<file path="config.mk">
export PLATFORM = sky130hd
export DESIGN_NAME = int64_to_decimal_ascii
export DESIGN_NICKNAME = d
export VERILOG_FILES = /design/src/rtl/i2da_pkg.sv /design/src/rtl/i2da_front.sv /design/src/rtl/i2da_queue.sv /design/src/rtl/i2da_back.sv /design/src/rtl/int64_to_decimal_ascii.sv
export SDC_FILE = /design/constraint.sdc
export NUM_CORES = 1
export LEC_CHECK = 0
export BUFFER_PORTS_ARGS = -buffer_cell sky130_fd_sc_hd__clkbuf_2
export CAP_MARGIN = 5
export CELL_PAD_IN_SITES_DETAIL_PLACEMENT = 0
export CELL_PAD_IN_SITES_GLOBAL_PLACEMENT = 1
export CORE_UTILIZATION = 53
export DETAILED_ROUTE_END_ITERATION = 6
export PLACE_DENSITY = 0.95
export SYNTH_ARGS = -nofsm -noshare
export SYNTH_HDL_FRONTEND = slang
export SYNTH_HIERARCHICAL = 1
export SYNTH_SLANG_ARGS = --single-unit
</file>
<file path="constraint.sdc">
create_clock -name clk -period 13.2 [get_ports clk]
set_input_delay 1.98 -clock clk [delete_from_list [all_inputs] [get_ports clk]]
set_output_delay 1.98 -clock clk [all_outputs]
set_load 0.02 [all_outputs]
</file>
<file path="src/rtl/i2da_pkg.sv">
// ----------------------------------------------------------------------------
// i2da_pkg: shared types and constants for the integer-to-text converter
// Request and result formats, value kind codes, job format and text tables.
// ----------------------------------------------------------------------------
package i2da_pkg;

    // Value kind codes carried by a request.
    localparam logic [1:0] KIND_NULL  = 2'd0;
    localparam logic [1:0] KIND_BOOL  = 2'd1;
    localparam logic [1:0] KIND_INT   = 2'd2;
    localparam logic [1:0] KIND_OTHER = 2'd3;

    localparam int INT_W      = 64;
    localparam int CHAR_W     = 8;
    localparam int DIGIT_W    = 4;
    localparam int MAX_DIGITS = 20;
    localparam int CNT_W      = $clog2(MAX_DIGITS + 1);

    // The divide-by-ten unit consumes this many dividend bits per cycle.
    localparam int CHUNK_W = 8;
    localparam int CHUNKS  = INT_W / CHUNK_W;
    localparam int STEP_W  = $clog2(CHUNKS);

    // Job queue between the front and the back.
    localparam int QDEPTH = 2;
    localparam int QPTR_W = $clog2(QDEPTH);
    localparam int QCNT_W = $clog2(QDEPTH + 1);

    localparam logic [CHAR_W-1:0] CH_ZERO  = "0";
    localparam logic [CHAR_W-1:0] CH_MINUS = "-";
    localparam logic [CHAR_W-1:0] CH_NONE  = 8'h00;

    typedef struct packed {
        logic [1:0]              value_kind;
        logic                    bool_value;
        logic signed [INT_W-1:0] int_value;
    } item_t;

    typedef struct packed {
        logic [CHAR_W-1:0] char_code;
        logic              last;
        logic              not_printable;
    } text_t;

    typedef enum logic [2:0] {
        JOB_NULL  = 3'd0,
        JOB_TRUE  = 3'd1,
        JOB_FALSE = 3'd2,
        JOB_INT   = 3'd3,
        JOB_ERR   = 3'd4
    } job_kind_t;

    typedef struct packed {
        job_kind_t        kind;
        logic             negative;
        logic [INT_W-1:0] magnitude;
    } job_t;

    typedef struct packed {
        logic full;
        logic empty;
    } q_stat_t;

    // Character at position idx of the fixed word for a text job.
    function automatic logic [CHAR_W-1:0] text_char(job_kind_t kind, logic [2:0] idx);
        logic [CHAR_W-1:0] c;
        c = CH_NONE;
        case (kind)
            JOB_NULL:
            begin
                case (idx)
                    3'd0:    c = "n";
                    3'd1:    c = "u";
                    3'd2:    c = "l";
                    3'd3:    c = "l";
                    default: c = CH_NONE;
                endcase
            end
            JOB_TRUE:
            begin
                case (idx)
                    3'd0:    c = "t";
                    3'd1:    c = "r";
                    3'd2:    c = "u";
                    3'd3:    c = "e";
                    default: c = CH_NONE;
                endcase
            end
            JOB_FALSE:
            begin
                case (idx)
                    3'd0:    c = "f";
                    3'd1:    c = "a";
                    3'd2:    c = "l";
                    3'd3:    c = "s";
                    3'd4:    c = "e";
                    default: c = CH_NONE;
                endcase
            end
            default: c = CH_NONE;
        endcase
        return c;
    endfunction

    // Index of the final character of the fixed word for a text job.
    function automatic logic [2:0] text_last_idx(job_kind_t kind);
        logic [2:0] n;
        case (kind)
            JOB_FALSE: n = 3'd4;
            default:   n = 3'd3;
        endcase
        return n;
    endfunction

endpackage

</file>
<file path="src/rtl/i2da_front.sv">
// ----------------------------------------------------------------------------
// i2da_front: request classifier
// Sorts each request into a job kind and takes the magnitude of integers.
// ----------------------------------------------------------------------------
module i2da_front
(
    input  i2da_pkg::item_t   item,
    input  logic              item_valid,
    output logic              item_ready,
    input  i2da_pkg::q_stat_t stat,
    output logic              push,
    output i2da_pkg::job_t    job
);

    logic                       negative;
    logic [i2da_pkg::INT_W-1:0] raw;

    // The magnitude is formed in unsigned arithmetic, so the most negative
    // value maps to 2**63 without overflow.
    assign raw      = item.int_value;
    assign negative = raw[i2da_pkg::INT_W-1];

    assign item_ready = !stat.full;
    assign push       = item_valid && !stat.full;

    always_comb
    begin
        job.negative  = 1'b0;
        job.magnitude = raw;
        case (item.value_kind)
            i2da_pkg::KIND_NULL: job.kind = i2da_pkg::JOB_NULL;
            i2da_pkg::KIND_BOOL:
            begin
                job.kind = item.bool_value ? i2da_pkg::JOB_TRUE : i2da_pkg::JOB_FALSE;
            end
            i2da_pkg::KIND_INT:
            begin
                job.kind      = i2da_pkg::JOB_INT;
                job.negative  = negative;
                job.magnitude = negative ? (~raw + 1'b1) : raw;
            end
            default: job.kind = i2da_pkg::JOB_ERR;
        endcase
    end

endmodule

</file>
<file path="src/rtl/i2da_queue.sv">
// ----------------------------------------------------------------------------
// i2da_queue: job queue
// A short first-in first-out queue that decouples the classifier from the
// character generator.
// ----------------------------------------------------------------------------
module i2da_queue
(
    input  logic              clk,
    input  logic              rst_n,
    input  logic              push,
    input  i2da_pkg::job_t    job_in,
    input  logic              pop,
    output i2da_pkg::job_t    job_out,
    output i2da_pkg::q_stat_t stat
);

    i2da_pkg::job_t                entry_reg [i2da_pkg::QDEPTH];
    logic [i2da_pkg::QPTR_W-1:0]   wr_ptr_reg;
    logic [i2da_pkg::QPTR_W-1:0]   wr_ptr_next;
    logic [i2da_pkg::QPTR_W-1:0]   rd_ptr_reg;
    logic [i2da_pkg::QPTR_W-1:0]   rd_ptr_next;
    logic [i2da_pkg::QCNT_W-1:0]   cnt_reg;
    logic [i2da_pkg::QCNT_W-1:0]   cnt_next;

    localparam logic [i2da_pkg::QPTR_W-1:0] PTR_END = i2da_pkg::QPTR_W'(i2da_pkg::QDEPTH - 1);
    localparam logic [i2da_pkg::QCNT_W-1:0] CNT_FULL = i2da_pkg::QCNT_W'(i2da_pkg::QDEPTH);

    assign stat.full  = (cnt_reg == CNT_FULL);
    assign stat.empty = (cnt_reg == '0);
    assign job_out    = entry_reg[rd_ptr_reg];

    always_comb
    begin
        wr_ptr_next = wr_ptr_reg;
        rd_ptr_next = rd_ptr_reg;
        cnt_next    = cnt_reg;
        if (push)
        begin
            wr_ptr_next = (wr_ptr_reg == PTR_END) ? '0 : wr_ptr_reg + 1'b1;
        end
        if (pop)
        begin
            rd_ptr_next = (rd_ptr_reg == PTR_END) ? '0 : rd_ptr_reg + 1'b1;
        end
        if (push && !pop)
        begin
            cnt_next = cnt_reg + 1'b1;
        end
        else if (pop && !push)
        begin
            cnt_next = cnt_reg - 1'b1;
        end
    end

    always_ff @(posedge clk or negedge rst_n)
    begin
        if (!rst_n)
        begin
            wr_ptr_reg <= '0;
            rd_ptr_reg <= '0;
            cnt_reg    <= '0;
        end
        else
        begin
            wr_ptr_reg <= wr_ptr_next;
            rd_ptr_reg <= rd_ptr_next;
            cnt_reg    <= cnt_next;
        end
    end

    always_ff @(posedge clk)
    begin
        if (push)
        begin
            entry_reg[wr_ptr_reg] <= job_in;
        end
    end

endmodule

</file>
<file path="src/rtl/i2da_back.sv">
// ----------------------------------------------------------------------------
// i2da_back: character generator
// Takes jobs from the queue, extracts decimal digits by repeated division by
// ten, and emits the text one character at a time through an output register.
// ----------------------------------------------------------------------------
module i2da_back
(
    input  logic              clk,
    input  logic              rst_n,
    input  i2da_pkg::q_stat_t stat,
    input  i2da_pkg::job_t    job,
    output logic              pop,
    output logic              text_valid,
    input  logic              text_ready,
    output i2da_pkg::text_t   text
);

    typedef enum logic [2:0] {
        ST_IDLE = 3'b001,
        ST_DIV  = 3'b010,
        ST_EMIT = 3'b100
    } state_t;

    localparam int INT_W   = i2da_pkg::INT_W;
    localparam int CHUNK_W = i2da_pkg::CHUNK_W;
    localparam int DIGIT_W = i2da_pkg::DIGIT_W;
    localparam int NDIG    = i2da_pkg::MAX_DIGITS;

    localparam logic [i2da_pkg::STEP_W-1:0] STEP_LAST = i2da_pkg::STEP_W'(i2da_pkg::CHUNKS - 1);
    localparam logic [i2da_pkg::CNT_W-1:0]  CNT_LAST  = i2da_pkg::CNT_W'(NDIG - 1);
    localparam logic [i2da_pkg::CNT_W-1:0]  CNT_MAX   = i2da_pkg::CNT_W'(NDIG);

    state_t                        state_reg;
    state_t                        state_next;
    i2da_pkg::job_kind_t           mode_reg;
    i2da_pkg::job_kind_t           mode_next;
    logic                          neg_reg;
    logic                          neg_next;
    logic [INT_W-1:0]              work_reg;
    logic [INT_W-1:0]              work_next;
    logic [DIGIT_W-1:0]            rem_reg;
    logic [DIGIT_W-1:0]            rem_next;
    logic [i2da_pkg::STEP_W-1:0]   step_reg;
    logic [i2da_pkg::STEP_W-1:0]   step_next;
    logic [DIGIT_W-1:0]            dig_reg  [NDIG];
    logic [DIGIT_W-1:0]            dig_next [NDIG];
    logic [i2da_pkg::CNT_W-1:0]    cnt_reg;
    logic [i2da_pkg::CNT_W-1:0]    cnt_next;
    logic [2:0]                    idx_reg;
    logic [2:0]                    idx_next;
    logic                          out_valid_reg;
    logic                          out_valid_next;
    i2da_pkg::text_t               out_reg;
    i2da_pkg::text_t               out_next;

    logic [DIGIT_W:0]              trial;
    logic [DIGIT_W-1:0]            div_rem;
    logic [CHUNK_W-1:0]            div_q;
    logic [INT_W-1:0]              div_work;
    logic                          emit_fire;
    i2da_pkg::text_t               emit;

    assign text_valid = out_valid_reg;
    assign text       = out_reg;

    // One chunk of restoring long division by ten: the remainder always stays
    // below ten, so each bit step is a five-bit compare and subtract. Quotient
    // bits replace the consumed dividend bits at the bottom of the word.
    always_comb
    begin
        div_rem = rem_reg;
        div_q   = '0;
        trial   = '0;
        for (int i = CHUNK_W - 1; i >= 0; i--)
        begin
            trial = {div_rem, work_reg[INT_W - CHUNK_W + i]};
            if (trial >= (DIGIT_W + 1)'(10))
            begin
                trial    = trial - (DIGIT_W + 1)'(10);
                div_q[i] = 1'b1;
            end
            div_rem = trial[DIGIT_W-1:0];
        end
        div_work = {work_reg[INT_W-CHUNK_W-1:0], div_q};
    end

    // Character for the current emit cycle.
    always_comb
    begin
        emit.not_printable = 1'b0;
        case (mode_reg)
            i2da_pkg::JOB_INT:
            begin
                if (neg_reg)
                begin
                    emit.char_code = i2da_pkg::CH_MINUS;
                    emit.last      = 1'b0;
                end
                else
                begin
                    emit.char_code = i2da_pkg::CH_ZERO
                                   + {{(i2da_pkg::CHAR_W - DIGIT_W){1'b0}}, dig_reg[0]};
                    emit.last      = (cnt_reg == i2da_pkg::CNT_W'(1));
                end
            end
            i2da_pkg::JOB_ERR:
            begin
                emit.char_code     = i2da_pkg::CH_NONE;
                emit.last          = 1'b1;
                emit.not_printable = 1'b1;
            end
            default:
            begin
                emit.char_code = i2da_pkg::text_char(mode_reg, idx_reg);
                emit.last      = (idx_reg == i2da_pkg::text_last_idx(mode_reg));
            end
        endcase
    end

    assign emit_fire = (state_reg == ST_EMIT) && (!out_valid_reg || text_ready);

    always_comb
    begin
        state_next     = state_reg;
        mode_next      = mode_reg;
        neg_next       = neg_reg;
        work_next      = work_reg;
        rem_next       = rem_reg;
        step_next      = step_reg;
        dig_next       = dig_reg;
        cnt_next       = cnt_reg;
        idx_next       = idx_reg;
        out_valid_next = out_valid_reg;
        out_next       = out_reg;
        pop            = 1'b0;

        if (text_ready)
        begin
            out_valid_next = 1'b0;
        end

        case (state_reg)
            ST_IDLE:
            begin
                if (!stat.empty)
                begin
                    pop        = 1'b1;
                    mode_next  = job.kind;
                    neg_next   = job.negative;
                    work_next  = job.magnitude;
                    rem_next   = '0;
                    step_next  = '0;
                    cnt_next   = '0;
                    idx_next   = '0;
                    state_next = (job.kind == i2da_pkg::JOB_INT) ? ST_DIV : ST_EMIT;
                end
            end
            ST_DIV:
            begin
                work_next = div_work;
                rem_next  = div_rem;
                step_next = step_reg + 1'b1;
                if (step_reg == STEP_LAST)
                begin
                    // A digit is complete: push it in front of the older ones,
                    // so the most significant digit sits at the head.
                    for (int i = 1; i < NDIG; i++)
                    begin
                        dig_next[i] = dig_reg[i-1];
                    end
                    dig_next[0] = div_rem;
                    cnt_next    = cnt_reg + 1'b1;
                    rem_next    = '0;
                    step_next   = '0;
                    if ((div_work == '0) || (cnt_reg == CNT_LAST))
                    begin
                        state_next = ST_EMIT;
                    end
                end
            end
            ST_EMIT:
            begin
                if (emit_fire)
                begin
                    out_valid_next = 1'b1;
                    out_next       = emit;
                    if (mode_reg == i2da_pkg::JOB_INT)
                    begin
                        if (neg_reg)
                        begin
                            neg_next = 1'b0;
                        end
                        else
                        begin
                            for (int i = 0; i < NDIG - 1; i++)
                            begin
                                dig_next[i] = dig_reg[i+1];
                            end
                            cnt_next = cnt_reg - 1'b1;
                        end
                    end
                    else
                    begin
                        idx_next = idx_reg + 1'b1;
                    end
                    if (emit.last)
                    begin
                        state_next = ST_IDLE;
                    end
                end
            end
            default: state_next = ST_IDLE;
        endcase
    end

    always_ff @(posedge clk or negedge rst_n)
    begin
        if (!rst_n)
        begin
            state_reg     <= ST_IDLE;
            mode_reg      <= i2da_pkg::JOB_NULL;
            neg_reg       <= 1'b0;
            step_reg      <= '0;
            cnt_reg       <= '0;
            idx_reg       <= '0;
            out_valid_reg <= 1'b0;
        end
        else
        begin
            state_reg     <= state_next;
            mode_reg      <= mode_next;
            neg_reg       <= neg_next;
            step_reg      <= step_next;
            cnt_reg       <= cnt_next;
            idx_reg       <= idx_next;
            out_valid_reg <= out_valid_next;
        end
    end

    always_ff @(posedge clk)
    begin
        work_reg <= work_next;
        rem_reg  <= rem_next;
        dig_reg  <= dig_next;
        out_reg  <= out_next;
    end

    // The digit count never exceeds the longest possible number.
    a_cnt_bound: assert property (@(posedge clk) disable iff (!rst_n)
        cnt_reg <= CNT_MAX)
        else $error("digit count out of range");

    // While digits are being emitted there is always at least one left.
    a_digits_left: assert property (@(posedge clk) disable iff (!rst_n)
        (state_reg == ST_EMIT) && (mode_reg == i2da_pkg::JOB_INT) && !neg_reg
        |-> cnt_reg != '0)
        else $error("emitting a digit from an empty digit store");

    // Each finished division adds exactly one digit.
    a_digit_push: assert property (@(posedge clk) disable iff (!rst_n)
        (state_reg == ST_DIV) && (step_reg == STEP_LAST)
        |=> cnt_reg == i2da_pkg::CNT_W'($past(cnt_reg) + 1'b1))
        else $error("digit count did not advance after a division");

    // The error result is a single zero character that closes the text.
    a_err_form: assert property (@(posedge clk) disable iff (!rst_n)
        out_valid_reg && out_reg.not_printable
        |-> out_reg.last && (out_reg.char_code == i2da_pkg::CH_NONE))
        else $error("malformed not-printable result");

endmodule

</file>
<file path="src/rtl/int64_to_decimal_ascii.sv">
// ----------------------------------------------------------------------------
// int64_to_decimal_ascii: tagged value to ASCII text converter
// Turns one tagged value per request into its printable text, one character
// per result, most significant first, with a last marker on the final one.
// ----------------------------------------------------------------------------
// A request carries a value kind and its payload. Null gives "null", a boolean
// gives "true" or "false", a signed 64-bit integer gives an optional minus
// sign and its decimal digits without leading zeros (the most negative value
// included), and any other kind gives a single result with char_code zero,
// last set and not_printable set. A classifier at the front accepts a request
// whenever the two-entry job queue has room, so up to two requests can be
// taken while an earlier one is still being converted; the character
// generator behind the queue works on one job at a time. Integer conversion
// runs a divide-by-ten unit that consumes eight dividend bits per cycle;
// each decimal digit needs a pass over the whole 64-bit word. An integer job
// leaves the queue, is divided once per digit (up to nineteen digits), then is
// emitted one character at a time, minus sign first; a word kind is spelled out
// and the error kind gives one result. Characters sit in an output register,
// so a stalled consumer holds back the generator and, once the job queue is
// full, the front. A new character can follow every cycle while the consumer
// keeps text_ready high. Nothing is kept from one request to the next.
// ----------------------------------------------------------------------------
module int64_to_decimal_ascii
(
    input  logic            clk,
    input  logic            rst_n,
    input  logic            item_valid,
    output logic            item_ready,
    input  i2da_pkg::item_t item,
    output logic            text_valid,
    input  logic            text_ready,
    output i2da_pkg::text_t text
);

    i2da_pkg::job_t    front_job;
    i2da_pkg::job_t    head_job;
    i2da_pkg::q_stat_t q_stat;
    logic              q_push;
    logic              q_pop;

    // Front: classify the request and form the integer magnitude.
    i2da_front u_front
    (
        .item       (item),
        .item_valid (item_valid),
        .item_ready (item_ready),
        .stat       (q_stat),
        .push       (q_push),
        .job        (front_job)
    );

    // Queue: lets the front keep accepting while the back is busy.
    i2da_queue u_queue
    (
        .clk     (clk),
        .rst_n   (rst_n),
        .push    (q_push),
        .job_in  (front_job),
        .pop     (q_pop),
        .job_out (head_job),
        .stat    (q_stat)
    );

    // Back: digit extraction and character emission.
    i2da_back u_back
    (
        .clk        (clk),
        .rst_n      (rst_n),
        .stat       (q_stat),
        .job        (head_job),
        .pop        (q_pop),
        .text_valid (text_valid),
        .text_ready (text_ready),
        .text       (text)
    );

endmodule

</file>
# Word level (Yosys, flattened, before mapping)
# Memory sizes are Yosys's and may differ from the RTL's.
# Cells that the tools add are included.
# Widths: inputs -> output; s select.
dict set report word_totals {
  out_inout_bits 12
  input_bits 71
  n_memories 1
  ff_bits 181
  wordCells 195
  mem_bits_rw 136
}
# memory depth word_bits read_ports rd_ports_with_merged_regs wr line_no
set memory_table {}
lappend memory_table {u_queue.entry_reg 2 68 1 0 1 i2da_queue.sv:17} ;# i2da_pkg::job_t entry_reg [i2da_pkg::QDEPTH];
dict set report op_classes {
  muxes 73
  bitwise_logic 2
  eq_ne 27
  reduce_logical 31
  addsub 18
  order_cmp 8
}
# operator n
set ops {}
lappend ops {{$mux 76} 3}
lappend ops {{$pmux 76 s2} 1}
lappend ops {{$mux 64} 2}
lappend ops {{$pmux 64 s2} 1}
lappend ops {{$mux 80} 1}
lappend ops {{$mux 65} 1}
lappend ops {{$add 64x1->64 const B} 1}
lappend ops {{$logic_not 64->1} 1}
lappend ops {{$not 64->64} 1}
lappend ops {{$ge 5x4->1 const B} 8}
lappend ops {{$mux 4} 10}
lappend ops {{$mux 3} 12}
lappend ops {{$pmux 7 s5} 1}
lappend ops {{$sub 4x4->4 const B} 8}
lappend ops {{$pmux 7 s4} 1}
lappend ops {{$mux 5} 5}
lappend ops {{$pmux 8 s3} 1}
lappend ops {{$mux 1} 21}
lappend ops {{$pmux 7 s3} 1}
lappend ops {{$eq 3x2->1 const B} 6}
lappend ops {{$pmux 3 s3} 2}
lappend ops {{$pmux 9 s2} 1}
lappend ops {{$pmux 5 s3} 1}
lappend ops {{$eq 3x3->1 const B} 4}
lappend ops {{other kinds (33)} 65}

# Longest topological paths before layout
# Gate-level depths: netlist of the first run.
dict set report logic_depth {
  ltp_word 21
  depth_mapped 39
  mapped_depth_nobuf 37
}

# Cells and area by module
# The synthesis of the first run kept the hierarchy.
# mod area_each_um2 seq_area_each_um2 instances cells_each
set modules_own_cells {}
lappend modules_own_cells {i2da_back 9337.7 5191.2 1 993}
lappend modules_own_cells {i2da_queue 5136.2 4184.0 1 228}
lappend modules_own_cells {i2da_front 1560.2 0.0 1 242}

# Worst setup path before layout of the first run
# No wires, ideal clock.
dict set report synth_timing {
  kind {register to register}
  from {reg u_back.rem_reg[0]}
  to {reg u_back/dig_reg[78] in the netlist's numbering, data pin}
  arrival_ps 8084
  setup_time_ps 256
  n_path_buf 2
  required_ps 12944
  path_stages_with_launch 38
  period_less_slack_ps 8340
  path_slack_ps 4860
  path_cell_list {edfxtp_1 > inv_1 > ha_1 > and2b_1 > a211oi_2 > or2_1 > buf_4 > ha_1 > buf_2 > inv_1 > a221o_2 > o211ai_1 > ha_1 > or2_2 > a311oi_1 > nor3_1 > mux2i_1 > ha_1 > [... 2 more ...] > a311oi_2 > mux2i_1 > ha_1 > o221ai_2 > xnor2_1 > ha_1 > or4b_1 > nand3_1 > o21ai_1 > o21a_1 > ha_1 > and2_1 > or2_2 > o221a_2 > o32a_1 > o21ai_1 > a21oi_1 > a22o_1}
}
# element line_no
set synth_rtl {}
lappend synth_rtl {{start: declaration} i2da_back.sv:41} ;# logic [DIGIT_W-1:0] rem_reg;
lappend synth_rtl {{start signal: assignment} i2da_back.sv:243} ;# rem_reg <= rem_next;
lappend synth_rtl {{end signal: assignment} i2da_back.sv:244} ;# dig_reg <= dig_next;
lappend synth_rtl {{end: declaration} i2da_back.sv:45} ;# logic [DIGIT_W-1:0] dig_reg [NDIG];

==> metrics.md, run 1 <==
| Metric | Value |
|---|---|
| GPL Wtd Cong | 0.887 |
| Critical-path maximum fanout | 11 |
| Setup_tns | 0 ns |
| Vias in the first global route | 11000 |
| Async set or reset register ratio after synthesis | 7.28% |
| Bufs on Longest Clock Path | 3 |
| Post-synth top area share | 54.9% |
| Final ANT Viol Nets | 0 |
| Avg Inst Size Synth | 11.0 µm² |
| First-pass DRT Iterations | 5 |
| Hold Path Class | reg2reg |
| Fmax | 104 MHz |
| Max VDD drop | 0.424 mV |
| Io pins | 83 |
| GRT Util Overall | 22.5% |
| First-pass GRT wire length | 55.4 mm |
| Initial antenna violation count | 5 |
| Core ar. | 29700 µm² |
| Synth top area cells | edfxtp_1 (55%), nand2_1 (8.9%), mux2_2 (4.2%), dfrtp_1 (3.4%), nand3_1 (2.7%) |
| Max-slew violation count | 0 |
| CTS tree | yes |
| Most frequent cell on the critical path | ha_1 |
| Vias per cell | 5.81 |
| WL final | 34.6 mm |
| Mapped Cells | 1463 |
| Pwr dens | 306 nW/µm² |
| Type of the worst setup path | reg2reg |
| Hold Fails Final Rpt | 0 |
| Storage element area | 9380 µm² |
| Die W | 176 µm |
| Largest net degree at the start of global routing | 84 |
| Die H | 176 µm |
| Data required, critical path | 13.45 ns |
| Routed len/inst | 17.9 µm |
| Inserted Clock Buffers | 35 |
| Max FFs per register | 136 |
| Post-CTS setup buffer count | 0 |
| Max cap viols | 0 |
| Slew margin rel. | 32.4% |
| RSZ-0062 raised after global routing | false |
| Clock slew at reported path FFs | 0.05 ns |
| Worst-Margin Slew | 1.01 ns |
| Top cell type by total area after synthesis | edfxtp_1 |
| Remaining Overflow, GRT | 0 |
| Die area | 31000 µm² |
| # resized after CTS | 0 |
| Final worst-path cycle share | 72.7% |
| Area delta synth->final | 11.3% |
| Fillers | 2423 |
| Top FF cell, synth | edfxtp_1 |
| Hold WS | 0.454 ns |
| Num rows | 63 |
| Net count after synthesis | 1554 |
| Post-synth EDFFs | 293 |
| CP endpoint kind | flip-flop |
| Initial Utilization | 54.0% |
| Period minus WS final | 9.59 ns |
| Remaining DRCs | 0 |
| Crit path buffers/inverters | 2 |
| Vias | 11300 |
| Outcome | completed |
| Critical Path Max Stage Delay | 0.57 ns |
| Htree depth | 2 |
| Layout cells sized above 1 | 16.4% |
| Master of the slowest instance on the critical path | or4b_1 |
| CTS Sinks | 316 |
| Yosys reg bits | 316 |
| Finish-stage setup viols | 0 |
| Port Buffers | 81 |
| Clock Skew | 0.0280 ns |
| Dpl hpwl | 22.7 mm |
| Synth cell types | 90 |
| Crit start category | flip-flop |
| Yosys warns | 6 |
| Hold buffers post-CTS | 0 |
| Synthesized area | 16000 µm² |
| Critical path data arrival time | 9.84 ns |
| Worst-Skew Late Latency | 0.52 ns |
| Count leader, synth | nand2_1 |
| Root Buffer | clkbuf_16 |
| Multi-input logic area | 6260 µm² |
| Sequential-to-total area share from yosys stat | 58.5% |
| Drt initial violations | 912 |
| Static Leak | 6.84 nW |
| Layout Nets | 1611 |
| Top delay family on crit path | compound AO/OA/AOI/OAI gates |
| Most frequent cells after synthesis | nand2_1 (379), edfxtp_1 (293), nand3_1 (88) |
-- cell families (layout without fill, tap and decap cells) --
| family | Yosys count | after routing | synth area share [%] |
|---|---|---|---|
| DFF | 316 | 316 | 58.5 |
| other | 1 | 4 | 0.0234 |
| AOI/OAI and AO/OA | 184 | 184 | 7.69 |
| buffers and inverters | 104 | 187 | 2.77 |
| and+or+nand+nor | 688 | 688 | 19.8 |
| xor gates and xnor gates | 68 | 68 | 3.71 |
| adders and majority gates | 20 | 20 | 1.56 |
| muxes | 82 | 82 | 5.95 |
-- power breakdown --
part | internal [mW] | total, mW | switching (mW)
combinational | 1.15 | 2.83 | 1.68
sequential | 1.52 | 1.71 | 0.189
clock | 0.538 | 0.918 | 0.381
total | 3.21 | 5.46 | 2.25
-- worst register-to-register path: cells and delay by family, from the launching register on --
kind            cells  cell delay (ns)
mux                 2             0.65
buf+inv             2             0.17
fa+ha+maj           7             2.14
compound gates     14             3.31
xor+xnor            1             0.12
flops               1             0.41
simple gates        9             2.56
-- path summary, 6_finish.rpt --
path                                 endpoint  cells after the start              start  slack [ns]
hold reg to reg             u_back/dig_reg[0]                      0  u_back/dig_reg[4]        0.45
min in group asynchronous  u_queue/cnt_reg[1]                      1              rst_n        1.49
max in group asynchronous  u_queue/rd_ptr_reg                      1              rst_n       11.27
hold / removal              u_back/dig_reg[0]                      0  u_back/dig_reg[4]        0.45
setup / recovery           u_back/dig_reg[78]                     35  u_back/rem_reg[0]        3.61
setup reg to reg           u_back/dig_reg[78]                     35  u_back/rem_reg[0]        3.61
-- stage by stage --
| step | worst slack (ns) | util (%) | cell area [µm²] | std cells | total power [mW] |
|---|---|---|---|---|---|
| 2_1_floorplan | 4.86 | - | 16000 | 1463 | 3.92 |
| 3_3_place_gp | 3.88 | 56.3 | 16700 | 1873 | 4.48 |
| 3_5_place_dp | 3.75 | 56.3 | 16700 | 1873 | 4.51 |
| 4_1_cts | 3.70 | 60.0 | 17800 | 1936 | 5.46 |
| 5_1_grt | 2.87 | 60.0 | 17800 | 1937 | 5.83 |
| 6_report | 3.61 | 60.0 | 17800 | 1939 | 5.46 |
-- layer usage --
metal  vias up  track usage, %  wire [µm]
li1       5432               -          -
met1      5437            28.5      15100
met2       301            38.0      16500
met3        82            3.77       1700
met4         4            10.1       1310
met5         -               0         24
-- layout by cell type (no fill, tap or decap), drive strengths merged, types with 5 or more instances in the layout --
cell type and n:
a21oi 39, clkinv 13, a31oi 19, o22ai 6, nand2 379, nor2 57
xnor2 29, a311oi 5, buf 12, and2 7, and3 6, edfxtp 293
nor2b 12, or4 9, or3 14, ha 20, nand3 89, dfrtp 22
o21ai 43, nor4 31, xor2 39, nor3 34, inv 31, mux2 71
clkbuf 128, or2 9, o31ai 15, nand2b 13, o21a 5, mux2i 11
nand4 12
-- cell type report --
class	instances	share of cell area, %
Sequential cell	316	52.6
Multi-Input combinational cell	1043	35.1
Clock buffer	47	5.44
Timing Repair Buffer	93	2.78
Tap cell	390	2.74
Clock inverter	16	0.694
Inverter	31	0.652
Antenna cell	3	0.0421
Note: power is estimated with default switching activity, not from simulation.
==> inputs of run 2 (changes only) <==
--- a/config.mk
+++ b/config.mk
@@ -9,9 +9,9 @@
 export CAP_MARGIN = 5
 export CELL_PAD_IN_SITES_DETAIL_PLACEMENT = 0
 export CELL_PAD_IN_SITES_GLOBAL_PLACEMENT = 1
-export CORE_UTILIZATION = 53
+export CORE_UTILIZATION = 50
 export DETAILED_ROUTE_END_ITERATION = 6
-export PLACE_DENSITY = 0.95
+export PLACE_DENSITY = 0.93
 export SYNTH_ARGS = -nofsm -noshare
 export SYNTH_HDL_FRONTEND = slang
 export SYNTH_HIERARCHICAL = 1
==> constraint.sdc (replaced) <==
create_clock -name clk -period 9.2 [get_ports clk]
set_input_delay 1.38 -clock clk [delete_from_list [all_inputs] [get_ports clk]]
set_output_delay 1.38 -clock clk [all_outputs]
set_load 0.02 [all_outputs]
==> run 2 against run 1 <==
Effect of this change: cell count increased by 0.46%; sequential cell count unchanged; register-to-register slack got worse by 3.1 ns; hold slack about the same; first-iteration DRC count increased by 14%; count of clock-buffer cells in the layout increased by 4; critical path type unchanged; wire length decreased by 0.61%; highest routed layer unchanged; maximum frequency increased by 11%; largest cell class unchanged.
==> metrics.md, run 2 (synthesis results as in run 1) <==
| Metric | Value |
|---|---|
| Outcome | completed |
| Master of the slowest instance on the critical path | or4b_1 |
| Finish-stage setup viols | 0 |
| Die W | 181 µm |
| Critical-path maximum fanout | 11 |
| Leading cell type in the layout, fill and taps excluded | nand2_1 |
| Initial antenna violation count | 3 |
| Worst-Skew Late Latency | 0.52 ns |
| Crit start category | flip-flop |
| Max FFs per register | 136 |
| Vias | 11300 |
| Type of the worst setup path | reg2reg |
| Port Buffers | 81 |
| Final ANT Viol Nets | 0 |
| CTS Sinks | 316 |
| Drt initial violations | 1036 |
| Clock Skew | 0.0251 ns |
| Period minus WS final | 8.68 ns |
| CTS tree | yes |
| Remaining Overflow, GRT | 0 |
| Core ar. | 31600 µm² |
| R2R setup slack | 0.52 ns |
| Largest net degree at the start of global routing | 84 |
| Io pins | 83 |
| Critical Path Max Stage Delay | 0.56 ns |
| Max-slew violation count | 0 |
| Fin area | 17900 µm² |
| Fmax | 115 MHz |
| Data required, critical path | 9.46 ns |
| Critical path data arrival time | 8.94 ns |
| Slew margin rel. | 32.8% |
| Most frequent cell on the critical path | ha_1 |
| First-pass DRT Iterations | 5 |
| Min-Delay Startpoint | u_back/dig_reg[6] |
| Htree depth | 2 |
| Layout Nets | 1614 |
| Critical R2R Launch | u_back/rem_reg[0] |
| Final worst-path cycle share | 94.3% |
| Num rows | 65 |
| Hold Fails Final Rpt | 0 |
| Reg2Reg Depth | 35 |
| Placement Cell Area | 16800 µm² |
| Vias in the first global route | 11000 |
| Hold Path Class | reg2reg |
| Area delta synth->final | 11.5% |
| Most frequent cells in the layout | nand2_1 (378), edfxtp_1 (293), nand3_1 (88), clkbuf_2 (81), mux2_2 (60) |
| Remaining DRCs | 0 |
| Fillers | 2617 |
| WL final | 34.4 mm |
| Max cap viols | 0 |
| CP endpoint kind | flip-flop |
| GPL Wtd Cong | 0.873 |
| Layout cells sized above 1 | 16.7% |
| First-pass GRT wire length | 55.2 mm |
| Die area | 32800 µm² |
| Clock slew at reported path FFs | 0.06 ns |
| FF-to-FF End | u_back/dig_reg[78] |
| Hold depth | 0 |
| GRT Util Overall | 20.9% |
| Worst-Margin Slew | 1.01 ns |
| Dpl hpwl | 22.4 mm |
| Bufs on Longest Clock Path | 3 |
| Worst hold endpoint | u_back/dig_reg[2] |
| Root Buffer | clkbuf_16 |
| Vias per cell | 5.82 |
| Worst Slack Setup Final | 0.520 ns |
| Routed len/inst | 17.7 µm |
| Place WS | 0.0654 ns |
| Inserted Clock Buffers | 34 |
| Initial Utilization | 50.8% |
| Die H | 181 µm |
==> run 2: final cells by class <==
class | count | area (µm²) | area share (%)
well taps | 402 | 503 | 2.81
inverters | 31 | 116 | 0.651
multi-input cells | 1043 | 6310 | 35.3
clock inverters | 7 | 110 | 0.616
flip-flops and latches | 316 | 9380 | 52.4
repair buffers | 97 | 526 | 2.94
clock buffers | 51 | 935 | 5.23
diodes | 1 | 2.50 | 0.0140
==> run 2: per-stage QoR <==
step / std cells / hold WS (ns) / setup TNS (ns) / util (%)
finish: 1948 / 0.454 / 0 / 56.7
global placement: 1886 / 0.436 / 0 / 53.1
CTS: 1944 / 0.457 / 0 / 56.4
global route: 1947 / 0.475 / -0.0264 / 56.6
detailed placement: 1886 / 0.443 / 0 / 53.1
floorplan: 1463 / 0.426 / 0 / -
==> run 2: critical path: cells and delay by family (launching register included) <==
family	cells	cell delay, ns
AO/OA/AOI/OAI	14	3.01
AND/OR/NAND/NOR	9	2.48
adder cells (fa/ha/maj)	7	1.79
multiplexers	2	0.49
flip-flops	1	0.40
buffers and inverters	2	0.15
XOR/XNOR	1	0.10
==> run 2: what timing repair did <==
item	in CTS	in global routing
hold buffers	0	0
gates resized for setup	0	10
setup endpoints to repair	0	9
buffers inserted	0	3
==> run 2: how the worst max path moves through the flow <==
stage,from,to,slack [ns],depth (start not counted)
6_report,u_back/rem_reg[0],u_back/dig_reg[78],0.52,35
5_1_grt,u_back/rem_reg[0],u_back/rem_reg[1],-0.03,37
4_1_cts,u_back/rem_reg[0],u_back/rem_reg[1],0.03,37
3_5_place_dp,u_back/rem_reg[0],u_back/rem_reg[1],0.07,37
3_3_place_gp,u_back/rem_reg[0],u_back/rem_reg[1],0.27,37
2_1_floorplan,u_back/rem_reg[0],u_back/dig_reg[78],0.86,37
==> run 2: metal layers <==
metal	up-vias	GRT usage [%]	part of all wire [%]
li1	5431	-	-
met1	5482	26.9	43
met2	354	35.6	49
met3	64	3.27	5.4
met4	4	7.83	3.2
met5	-	0	0.076
Power of run 2 is not shown: default switching activity piles up to over one toggle a cycle in this logic, so the estimate is an artifact.
==> inputs of run 3 (changes only) <==
--- a/config.mk
+++ b/config.mk
@@ -11,7 +11,8 @@
 export CELL_PAD_IN_SITES_GLOBAL_PLACEMENT = 1
 export CORE_UTILIZATION = 50
 export DETAILED_ROUTE_END_ITERATION = 6
-export PLACE_DENSITY = 0.93
+export PLACE_DENSITY_LB_ADDON = 0.05
+export SLEW_MARGIN = 0
 export SYNTH_ARGS = -nofsm -noshare
 export SYNTH_HDL_FRONTEND = slang
 export SYNTH_HIERARCHICAL = 1
==> constraint.sdc (replaced) <==
create_clock -name clk -period 9.2 [get_ports clk]
set_input_delay 1.38 -clock clk [delete_from_list [all_inputs] [get_ports clk]]
set_output_delay 1.38 -clock clk [all_outputs]
set_load 0.1 [all_outputs]
==> run 3 against run 2 <==
Effect of this change: global-route usage grew 1.0 points; cell count is 0.31% higher; hold slack worse by 0.0055 ns; count of clock-buffer cells in the layout down 3.
==> metrics.md, run 3 (synthesis results as in run 1) <==
| Metric | Value |
|---|---|
| Root Buffer | clkbuf_16 |
| Area delta synth->final | 11.8% |
| Die W | 181 µm |
| Num rows | 65 |
| Remaining Overflow, GRT | 0 |
| R2R setup slack | 0.46 ns |
| Leading cell type in the layout, fill and taps excluded | nand2_1 |
| First-pass GRT wire length | 57.1 mm |
| Final ANT Viol Nets | 0 |
| Max FFs per register | 136 |
| Clock Skew | 0.0129 ns |
| Drt initial violations | 697 |
| Worst-Skew Late Latency | 0.51 ns |
| GRT Util Overall | 21.9% |
| Initial antenna violation count | 2 |
| Io pins | 83 |
| Die area | 32800 µm² |
| Max cap viols | 0 |
| Clock slew at reported path FFs | 0.06 ns |
| First-pass DRT Iterations | 5 |
| Htree depth | 2 |
| Worst Slack Setup Final | 0.457 ns |
| Remaining DRCs | 0 |
| Bufs on Longest Clock Path | 3 |
| Largest net degree at the start of global routing | 84 |
| WL final | 35.7 mm |
| Crit start category | flip-flop |
| Critical-path maximum fanout | 11 |
| Layout Nets | 1617 |
| Most frequent cell on the critical path | ha_1 |
| Place WS | -0.0218 ns |
| Worst-Margin Slew | 1.03 ns |
| Vias per cell | 5.72 |
| Master of the slowest instance on the critical path | or4b_1 |
| Final worst-path cycle share | 95.0% |
| CP Capture Point | u_back/dig_reg[78] |
| Hold WS | 0.449 ns |
| Port Buffers | 81 |
| Fmax | 114 MHz |
| Critical R2R Launch | u_back/rem_reg[0] |
| Period minus WS final | 8.74 ns |
| Inserted Clock Buffers | 36 |
| Layout cells sized above 1 | 17.0% |
| Data required, critical path | 9.46 ns |
| Worst Setup SP | u_back/rem_reg[0] |
| Core ar. | 31600 µm² |
| Vias | 11200 |
| Fillers | 2754 |
| Outcome | completed |
| Max-slew violation count | 0 |
| Critical Path Max Stage Delay | 0.55 ns |
| CTS Sinks | 316 |
| Hold Path Class | reg2reg |
| Dpl hpwl | 23.3 mm |
| End-of-flow core utilization | 56.8% |
| Setup_tns | 0 ns |
| Reg2Reg Depth | 37 |
| CP endpoint kind | flip-flop |
| Most frequent cells in the layout | nand2_1 (378), edfxtp_1 (293), nand3_1 (88), clkbuf_2 (81), mux2_2 (60) |
| Hold Fails Final Rpt | 0 |
| CTS tree | yes |
| FF-to-FF End | u_back/dig_reg[78] |
| Type of the worst setup path | reg2reg |
| Initial Utilization | 50.8% |
| Finish-stage setup viols | 0 |
| Critical path data arrival time | 9.01 ns |
| Die H | 181 µm |
| Slew margin rel. | 31.4% |
| GPL Wtd Cong | 0.816 |
| Routed len/inst | 18.3 µm |
| Vias in the first global route | 10900 |
==> run 3: how the worst min path moves through the flow <==
stage | cells past startpoint | slack, ns | end | startpoint
5_1_grt | 0 | 0.46 | u_back/dig_reg[2] | u_back/dig_reg[6]
2_1_floorplan | 0 | 0.43 | u_back/dig_reg[0] | u_back/dig_reg[4]
3_3_place_gp | 0 | 0.43 | u_back/dig_reg[0] | u_back/dig_reg[4]
6_report | 0 | 0.45 | u_back/dig_reg[2] | u_back/dig_reg[6]
4_1_cts | 0 | 0.45 | u_back/dig_reg[0] | u_back/dig_reg[4]
3_5_place_dp | 0 | 0.44 | u_back/dig_reg[0] | u_back/dig_reg[4]
==> run 3: stage by stage <==
stage / cells / area (µm²)
3_3_place_gp: 1887 / 16800
2_1_floorplan: 1463 / 16000
6_report: 1954 / 17900
5_1_grt: 1953 / 17900
4_1_cts: 1950 / 17800
3_5_place_dp: 1887 / 16800
==> run 3: cell type report <==
class                      count  area, µm²  share of cell area, %
antenna                        1       2.50                 0.0140
multi-input combinational   1043       6320                   35.3
sequential                   316       9380                   52.3
timing repair buffer          98        533                   2.97
inverter                      31        116                  0.649
clock buffer                  48        977                   5.45
clock inverter                15       97.6                  0.544
tap                          402        503                   2.81
==> run 3: what timing repair did <==
item	in CTS	in global routing
setup buffers	0	3
setup endpoints to repair	3	9
hold buffers	0	0
resized for setup	1	12
pin swaps	0	1
==> run 3: critical path, delay by kind of cell, from the launching register on <==
family	cells	cell delay, ns
XOR/XNOR	1	0.09
multiplexers	2	0.54
flip-flops	1	0.40
AO/OA/AOI/OAI	16	3.04
AND/OR/NAND/NOR	7	2.04
adder cells (fa/ha/maj)	8	2.14
buffers and inverters	3	0.22
==> run 3: routing by layer <==
metal  track usage [%]  wire length, µm  up-vias
met2              36.8            17000      217
met5                 0                0        -
li1                  -                -     5444
met3              3.33             1370       59
met4              7.56             1070        0
met1              29.0            16200     5465
Power of run 3 is left out for the same reason.
